[src/design/stvt_pkg.sv]
// shared types and constants of the sorted tag/value table
// no dependencies; imported by every module of the block
`default_nettype none

package stvt_pkg;

  localparam int CAPACITY = 16;
  localparam int CIDX_W   = $clog2(CAPACITY);
  localparam int CNT_W    = $clog2(CAPACITY + 1);
  localparam int LIST_MAX = (CAPACITY < 16) ? CAPACITY : 16;

  localparam int FUNC_W   = 2;
  localparam int TAG_W    = 32;
  localparam int VAL_W    = 32;
  localparam int STATUS_W = 3;
  localparam int ENTRY_W  = 5;

  typedef enum logic [FUNC_W-1:0] {
    FN_ADD    = 2'd0,
    FN_REMOVE = 2'd1,
    FN_GET    = 2'd2,
    FN_LIST   = 2'd3
  } func_t;

  typedef enum logic [STATUS_W-1:0] {
    ST_INSERTED  = 3'd0,
    ST_REPLACED  = 3'd1,
    ST_REMOVED   = 3'd2,
    ST_FOUND     = 3'd3,
    ST_NOT_FOUND = 3'd4,
    ST_FULL      = 3'd5,
    ST_LIST      = 3'd6
  } status_t;

  // commands from controller to datapath
  typedef struct packed {
    logic capture;
    logic compare;
    logic exec;
    logic list_emit;
  } cmd_t;

  // status from datapath to controller
  typedef struct packed {
    logic out_free;
    logic list_multi;
    logic list_end;
  } sts_t;

endpackage

`default_nettype wire

[src/design/stvt_datapath.sv]
// datapath: request register, cell chain of tags and values, output stage
// depends on stvt_pkg
`default_nettype none

module stvt_datapath import stvt_pkg::*; (
  input  wire logic                clk,
  input  wire logic                rst_n,
  input  wire cmd_t                cmd,
  output sts_t                     sts,
  input  wire logic [FUNC_W-1:0]   in_func,
  input  wire logic [TAG_W-1:0]    in_tag,
  input  wire logic [VAL_W-1:0]    in_value,
  input  wire logic                out_stall,
  output logic                     out_valid,
  output logic [STATUS_W-1:0]      out_status,
  output logic [TAG_W-1:0]         out_tag,
  output logic [VAL_W-1:0]         out_value,
  output logic [ENTRY_W-1:0]       out_entry_count,
  output logic                     out_last
);

  // request registers
  func_t              func_r;
  logic [TAG_W-1:0]   req_tag_r;
  logic [VAL_W-1:0]   req_val_r;

  // cell chain
  logic [TAG_W-1:0]   tag_r   [CAPACITY];
  logic [VAL_W-1:0]   val_r   [CAPACITY];
  logic [TAG_W-1:0]   tag_nxt [CAPACITY];
  logic [VAL_W-1:0]   val_nxt [CAPACITY];
  logic [CNT_W-1:0]   count_r, count_nxt;

  // compare results, one bit per cell
  logic [CAPACITY-1:0] lt_r, lt_nxt;
  logic [CAPACITY-1:0] hit_r, hit_nxt;
  logic [CAPACITY-1:0] ins_at, shift_in;

  // list walk
  logic [CIDX_W-1:0]  idx_r;
  logic [CNT_W-1:0]   list_n;
  logic               list_last;

  logic               hit_any;
  logic               full;
  logic [VAL_W-1:0]   get_val;

  // output stage
  logic               out_valid_r;
  status_t            out_status_r, status_nxt;
  logic [TAG_W-1:0]   out_tag_r;
  logic [VAL_W-1:0]   out_value_r;
  logic [ENTRY_W-1:0] out_count_r;
  logic               out_last_r;

  // capture the accepted item
  always_ff @(posedge clk) begin
    if (cmd.capture) begin
      func_r    <= func_t'(in_func);
      req_tag_r <= in_tag;
      req_val_r <= in_value;
    end
  end

  // every live cell compares against the request tag
  always_comb begin
    for (int i = 0; i < CAPACITY; i++) begin
      lt_nxt[i]  = (CNT_W'(i) < count_r) && (tag_r[i] < req_tag_r);
      hit_nxt[i] = (CNT_W'(i) < count_r) && (tag_r[i] == req_tag_r);
    end
  end

  always_ff @(posedge clk) begin
    if (cmd.compare) begin
      lt_r  <= lt_nxt;
      hit_r <= hit_nxt;
    end
  end

  // lt is a prefix: insert point is its first zero
  assign ins_at   = ~lt_r & {lt_r[CAPACITY-2:0], 1'b1};
  assign shift_in = ~lt_r & ~{lt_r[CAPACITY-2:0], 1'b1};
  assign hit_any  = |hit_r;
  assign full     = (count_r == CNT_W'(CAPACITY));

  // value of the matching cell
  always_comb begin
    get_val = '0;
    for (int i = 0; i < CAPACITY; i++) begin
      if (hit_r[i]) get_val = get_val | val_r[i];
    end
  end

  // table update on execute
  always_comb begin
    for (int i = 0; i < CAPACITY; i++) begin
      tag_nxt[i] = tag_r[i];
      val_nxt[i] = val_r[i];
    end
    count_nxt = count_r;
    if (cmd.exec) begin
      unique case (func_r)
        FN_ADD: begin
          if (hit_any) begin
            for (int i = 0; i < CAPACITY; i++) begin
              if (hit_r[i]) val_nxt[i] = req_val_r;
            end
          end else if (!full) begin
            for (int i = 1; i < CAPACITY; i++) begin
              if (shift_in[i]) begin
                tag_nxt[i] = tag_r[i-1];
                val_nxt[i] = val_r[i-1];
              end
            end
            for (int i = 0; i < CAPACITY; i++) begin
              if (ins_at[i]) begin
                tag_nxt[i] = req_tag_r;
                val_nxt[i] = req_val_r;
              end
            end
            count_nxt = count_r + CNT_W'(1);
          end
        end
        FN_REMOVE: begin
          if (hit_any) begin
            for (int i = 0; i < CAPACITY - 1; i++) begin
              if (!lt_r[i]) begin
                tag_nxt[i] = tag_r[i+1];
                val_nxt[i] = val_r[i+1];
              end
            end
            count_nxt = count_r - CNT_W'(1);
          end
        end
        FN_GET, FN_LIST: begin
        end
        default: begin
        end
      endcase
    end
  end

  always_ff @(posedge clk) begin
    for (int i = 0; i < CAPACITY; i++) begin
      tag_r[i] <= tag_nxt[i];
      val_r[i] <= val_nxt[i];
    end
  end

  always_ff @(posedge clk) begin
    if (!rst_n) begin
      count_r <= '0;
    end else begin
      count_r <= count_nxt;
    end
  end

  // list walk index
  assign list_n    = (count_r > CNT_W'(LIST_MAX)) ? CNT_W'(LIST_MAX) : count_r;
  assign list_last = ((CNT_W'(idx_r) + CNT_W'(1)) == list_n);

  always_ff @(posedge clk) begin
    if (cmd.exec) begin
      idx_r <= '0;
    end else if (cmd.list_emit) begin
      idx_r <= idx_r + CIDX_W'(1);
    end
  end

  // status of a single-result request
  always_comb begin
    unique case (func_r)
      FN_ADD:    status_nxt = hit_any ? ST_REPLACED : (full ? ST_FULL : ST_INSERTED);
      FN_REMOVE: status_nxt = hit_any ? ST_REMOVED : ST_NOT_FOUND;
      FN_GET:    status_nxt = hit_any ? ST_FOUND : ST_NOT_FOUND;
      FN_LIST:   status_nxt = ST_NOT_FOUND;
      default:   status_nxt = ST_NOT_FOUND;
    endcase
  end

  assign sts.out_free   = !out_valid_r || !out_stall;
  assign sts.list_multi = (func_r == FN_LIST) && (count_r != '0);
  assign sts.list_end   = list_last;

  // output register
  always_ff @(posedge clk) begin
    if (!rst_n) begin
      out_valid_r <= 1'b0;
    end else if ((cmd.exec && !sts.list_multi) || cmd.list_emit) begin
      out_valid_r <= 1'b1;
    end else if (!out_stall) begin
      out_valid_r <= 1'b0;
    end
  end

  always_ff @(posedge clk) begin
    if (cmd.list_emit) begin
      out_status_r <= ST_LIST;
      out_tag_r    <= tag_r[idx_r];
      out_value_r  <= val_r[idx_r];
      out_count_r  <= ENTRY_W'(count_r);
      out_last_r   <= list_last;
    end else if (cmd.exec && !sts.list_multi) begin
      out_status_r <= status_nxt;
      out_tag_r    <= req_tag_r;
      out_value_r  <= (func_r == FN_GET && hit_any) ? get_val : '0;
      out_count_r  <= ENTRY_W'(count_nxt);
      out_last_r   <= 1'b1;
    end
  end

  assign out_valid       = out_valid_r;
  assign out_status      = out_status_r;
  assign out_tag         = out_tag_r;
  assign out_value       = out_value_r;
  assign out_entry_count = out_count_r;
  assign out_last        = out_last_r;

endmodule

`default_nettype wire

[src/design/stvt_ctrl.sv]
// controller: sequences capture, compare, execute and list walk
// depends on stvt_pkg
`default_nettype none

module stvt_ctrl import stvt_pkg::*; (
  input  wire logic clk,
  input  wire logic rst_n,
  input  wire logic in_valid,
  output logic      in_stall,
  output cmd_t      cmd,
  input  wire sts_t sts
);

  typedef enum logic [3:0] {
    S_IDLE = 4'b0001,
    S_CMP  = 4'b0010,
    S_EXEC = 4'b0100,
    S_LIST = 4'b1000
  } state_t;

  state_t state_r, state_nxt;
  logic   accept;

  // take a new item when idle or while a single-result request executes
  assign in_stall = !((state_r == S_IDLE) ||
                      ((state_r == S_EXEC) && sts.out_free && !sts.list_multi));
  assign accept   = in_valid && !in_stall;

  // commands to the datapath
  assign cmd.capture   = accept;
  assign cmd.compare   = (state_r == S_CMP);
  assign cmd.exec      = (state_r == S_EXEC) && sts.out_free;
  assign cmd.list_emit = (state_r == S_LIST) && sts.out_free;

  // next state
  always_comb begin
    state_nxt = state_r;
    unique case (state_r)
      S_IDLE: if (accept) state_nxt = S_CMP;
      S_CMP:  state_nxt = S_EXEC;
      S_EXEC: begin
        if (sts.out_free) begin
          if (sts.list_multi) state_nxt = S_LIST;
          else if (accept)    state_nxt = S_CMP;
          else                state_nxt = S_IDLE;
        end
      end
      S_LIST: if (sts.out_free && sts.list_end) state_nxt = S_IDLE;
      default: state_nxt = S_IDLE;
    endcase
  end

  always_ff @(posedge clk) begin
    if (!rst_n) begin
      state_r <= S_IDLE;
    end else begin
      state_r <= state_nxt;
    end
  end

endmodule

`default_nettype wire

[src/design/sorted_tag_value_table_unit.sv]
// Sorted tag/value table: up to CAPACITY (16) entries of 32-bit tag and
// 32-bit value, kept in ascending unsigned tag order in a chain of cells.
// Input channel in_valid/in_stall carries one item: in_func (0 add or
// replace, 1 remove, 2 get, 3 list), in_tag, in_value.
// Result channel out_valid/out_stall carries out_status, out_tag, out_value,
// out_entry_count (entries held after the request) and out_last.
// Add, remove and get give one result; list gives one result per entry,
// last one marked, or a single not-found result on an empty table.
// Timing: an item is captured in the request register, then passes the cell
// compare and the execute step, which loads its result into the output
// register; a new item can be taken while a single-result request executes.
// A list uses the execute step to start the walk and then emits one entry per
// cycle while the output register is free, set by the single read port of the
// cell chain; the next item is taken only after the walk has ended.
// A result waits in the output register while out_stall is high; the block
// stalls its input and holds its state until that register frees up.
// Reset (rst_n low, synchronous) empties the table and drops any result.
// depends on stvt_pkg, stvt_ctrl, stvt_datapath
`default_nettype none

module sorted_tag_value_table_unit import stvt_pkg::*; (
  input  wire logic                clk,
  input  wire logic                rst_n,
  input  wire logic                in_valid,
  output logic                     in_stall,
  input  wire logic [FUNC_W-1:0]   in_func,
  input  wire logic [TAG_W-1:0]    in_tag,
  input  wire logic [VAL_W-1:0]    in_value,
  output logic                     out_valid,
  input  wire logic                out_stall,
  output logic [STATUS_W-1:0]      out_status,
  output logic [TAG_W-1:0]         out_tag,
  output logic [VAL_W-1:0]         out_value,
  output logic [ENTRY_W-1:0]       out_entry_count,
  output logic                     out_last
);

  cmd_t cmd;
  sts_t sts;

  stvt_ctrl u_ctrl (
    .clk      (clk),
    .rst_n    (rst_n),
    .in_valid (in_valid),
    .in_stall (in_stall),
    .cmd      (cmd),
    .sts      (sts)
  );

  stvt_datapath u_dp (
    .clk             (clk),
    .rst_n           (rst_n),
    .cmd             (cmd),
    .sts             (sts),
    .in_func         (in_func),
    .in_tag          (in_tag),
    .in_value        (in_value),
    .out_stall       (out_stall),
    .out_valid       (out_valid),
    .out_status      (out_status),
    .out_tag         (out_tag),
    .out_value       (out_value),
    .out_entry_count (out_entry_count),
    .out_last        (out_last)
  );

endmodule

`default_nettype wire

[config.mk]
export PLATFORM = sky130hd
export DESIGN_NAME = sorted_tag_value_table_unit
export DESIGN_NICKNAME = d
export VERILOG_FILES = /design/src/design/stvt_pkg.sv /design/src/design/stvt_datapath.sv /design/src/design/stvt_ctrl.sv /design/src/design/sorted_tag_value_table_unit.sv
export SDC_FILE = /design/constraint.sdc
export NUM_CORES = 2
export LEC_CHECK = 0
export BUFFER_PORTS_ARGS = -buffer_cell sky130_fd_sc_hd__buf_2
export CAP_MARGIN = 40
export CORE_MARGIN = 2
export CORE_UTILIZATION = 42
export DETAILED_ROUTE_END_ITERATION = 7
export GPL_ROUTABILITY_DRIVEN = 0
export GPL_TIMING_DRIVEN = 0
export PLACE_DENSITY = 0.54
export SYNTH_ARGS = -nofsm -noshare
export SYNTH_HDL_FRONTEND = slang
export SYNTH_SLANG_ARGS = --single-unit
[constraint.sdc]
create_clock -name clk -period 7.24 [get_ports clk]
set_clock_uncertainty 0.05 [all_clocks]
set_input_delay 1.086 -clock clk [delete_from_list [all_inputs] [get_ports clk]]
set_output_delay 1.086 -clock clk [all_outputs]
set_load 0.05 [all_outputs]
==> run summary <==
worst slew pin tran -> 1100 ps
multiplexer share of the synthesized area -> 15.3%
RSZ-0062 raised after global routing -> no
min Tclk post-route -> 4970 ps
1st-iter DRT viols -> 11,000
met2 WL -> 159,000 um
most common cell after layout, fill and taps aside -> edfxtp_1
Hold Crit Class -> input port to register
CTS resizes -> 0
sequential share of the synthesized area -> 45.5%
Final Setup Violations -> 0
Max Freq -> 0.201 GHz
MaxCap Viol Count -> 0
Setup CP Type -> register to register
top post-synthesis cells by area -> edfxtp_1 (45%), mux4_2 (8.2%), ha_1 (8.1%), mux2i_1 (6.2%), nand2_1 (5.5%)
Setup TNS Final -> 0 ps
Post-Synth Adder-Cell Area -> 8.13%
Setup crit start kind -> register
H-tree level count -> 4
post-synth top area share -> 45.0%
CP required -> 7760 ps
top_reg_cell synth -> edfxtp_1
met3 wire length -> 42,000 um
syn_nets -> 8,258
Final Hold Viols -> 0
area of the core -> 188,000 um^2
first-pass GRT wire length -> 512,000 um
# fillers -> 17,400
Worst Setup End Kind -> register
port bufs -> 144
Synth Area in XOR/XNOR -> 0.0865%
via count -> 72,000
Post-CTS Setup Repair Bufs -> 0
CTS tree -> built
Initial Util -> 42.3%
CTS Buf Count -> 148
compound-gate portion of the synthesized area -> 16.0%
io pins -> 145
Mapped Cells -> 7,671
max_slew headroom -> 26.9%
worst-path fanout max -> 10
status -> finished, final reports clean
fin crit share -> 68.6%
FF/Latch Area -> 36,200 um^2
Netlist Area Pre-Place -> 79,600 um^2
slowest CP cell -> clkbuf_2
Clk pwr share -> 43.1%
first drt pass iteration count -> 8
post-synth top area cell -> edfxtp_1
clock latency on the worst-skew pair -> 840 ps
full die area -> 193,000 um^2
Synth Area per Inst -> 10.4 um^2
Routed Antenna Nets -> 0
max-slew violations -> 0
Longest Clk Path Bufs -> 3
DR DRC count -> 0
chip width -> 439 um
WL final -> 366,000 um
Worst-path clk slew -> 60 ps
number of distinct library cells after synthesis -> 72
die height -> 439 um
Comb power frac -> 11.3%
Largest stage delay, worst path -> 810 ps
Simple-Gate Fraction of Synth Area -> 11.3%
layout cells sized above 1 -> 12.8%
Post-synth ARST share -> 0%
crit-path cells -> clkbuf_1 -> clkbuf_2 -> buf_2 -> clkbuf_1 -> mux4_2 -> mux4_2 -> nand2_1 -> o21ai_0 -> buf_4
GRT Residual Overflow -> 0
root buf cell -> clkbuf_16
DP HPWL -> 281,000 um
highest metal used -> met5
worst hold slack -> 379 ps
row cnt -> 159
Via-to-Cell Ratio -> 6.66
yosys warns -> 0
antenna violations before repair -> 25
commonest cells after routing, fill and taps aside -> edfxtp_1 (1,192), nand2_1 (1,161), o21ai_0 (810), a21oi_1 (632), nor2_1 (600)
largest family of logic cells by synthesized area -> compound AO/OA/AOI/OAI gates
vias in the first global route -> 68,300
CP Data Arrival Time -> 5490 ps
number of synthesized register bits -> 1,213
CP delay by family, top -> buffers and inverters
Power Density -> 188 nW/um^2
footprint of the multi-input gates -> 40,700 um^2
M1 wire length -> 130,000 um
TritonCTS Sinks -> 1,213
post-DR wirelength/cell -> 33.9 um
cts hold-fix bufs -> 0
worst path bufs/invs -> 5
Total GRT Usage -> 37.1%
cell internal pwr -> 12.5 mW
pre-CTS setup slack -> 2650 ps
EDFF count, synth -> 1,192
P_leak -> 31.1 nW
P_sw -> 4.70 mW
Seq pwr share -> 45.7%
peak supply drop -> 0.180 mV
P&R area growth vs syn -> 14.9%
largest net degree at the start of global routing -> 48
final setup margin -> 2270 ps
# nets final -> 8,756
sw frac -> 27.3%
[cell families after synthesis]
logic type / Yosys count
adder cells (fa/ha/maj): 517
AND/OR/NAND/NOR: 2161
flip-flops: 1213
multiplexers: 848
buffers and inverters: 683
XOR/XNOR: 7
AO/OA/AOI/OAI: 2242
[synthesized netlist by cell type, types with 24 or more instances]
library cell and instances:
edfxtp_1 1192, nand2_1 1162, o21ai_0 810, a21oi_1 647, nor2_1 615, ha_1 517
mux2i_1 495, clkbuf_1 476, mux4_2 288, o21ai_1 243, a22oi_1 160, nand4_1 104
nand3_1 90, a21o_1 86, buf_1 65, mux2_2 63, a221oi_1 54, o22ai_1 51
a22o_1 49, nor2b_1 36, a211oi_1 32, inv_1 32, clkinv_1 31, nor3_1 29
buf_6 28, buf_4 27, and2_1 24, buf_2 24
[path summary, 6_finish.rpt]
kind	startpoint	slack, ps	cells past startpoint	to
worst max register to register	register	2270	9	u_dp.out_tag[23]$_DFFE_PP_
worst max-delay path	register	2270	9	u_dp.out_tag[23]$_DFFE_PP_
worst min register to register	u_dp.out_status[0]$_SDFFE_PP0P_	430	2	u_dp.out_status[0]$_SDFFE_PP0P_
worst min-delay path	in_value[12]	380	1	u_dp.req_val_r[12]$_DFFE_PP_
[state kept, by name (all words and copies together), names as in the netlist, named ones only]
name / count
u_dp.tag_r: 512
u_dp.val_r: 512
u_dp.out_tag: 32
u_dp.out_value: 32
u_dp.req_tag_r: 32
u_dp.req_val_r: 32
u_dp.hit_r: 16
u_dp.lt_r: 16
u_dp.count_r: 5
u_dp.out_entry_count: 5
u_ctrl.state_r: 4
u_dp.idx_r: 4
u_dp.out_status: 3
u_dp.func_r: 2
u_dp.out_last: 1
u_dp.out_valid: 1
[stage by stage]
stage / util [%] / cells / cell area (um^2) / total power [mW]
floorplan: - / 7671 / 79600 / 9.05
global placement: 44.4 / 10300 / 83400 / 9.73
detailed placement: 46.1 / 10500 / 86700 / 9.86
CTS: 48.5 / 10800 / 91300 / 17.2
global route: 48.6 / 10800 / 91300 / 17.6
finish: 48.6 / 10800 / 91400 / 17.2
[layer usage]
| metal | vias up | global-route usage [%] |
|---|---|---|
| met5 | - | 0.521 |
| met1 | 35200 | 44.5 |
| met3 | 1509 | 11.1 |
| met2 | 5270 | 55.9 |
| li1 | 30000 | - |
| met4 | 10 | 28.7 |
[power by group through the flow]
stage | sequential [mW] | combinational, mW | clock, mW
after floorplan | 7.99 | 1.07 | 0
after global placement | 8.01 | 1.71 | 0
after CTS | 7.86 | 1.87 | 7.42
after global routing | 7.86 | 2.08 | 7.68
final | 7.86 | 1.94 | 7.41
after detailed placement | 8.00 | 1.86 | 0
[area by class of cell]
class	instances	share of cell area (%)
clock buffer	199	4.38
inverter	63	0.259
buffer	620	2.98
multi-input combinational	5775	44.6
tap	2495	3.42
timing repair buffer	348	4.06
antenna	28	0.0767
sequential	1213	39.6
clock inverter	74	0.623
(Power assumes the default switching activity.)
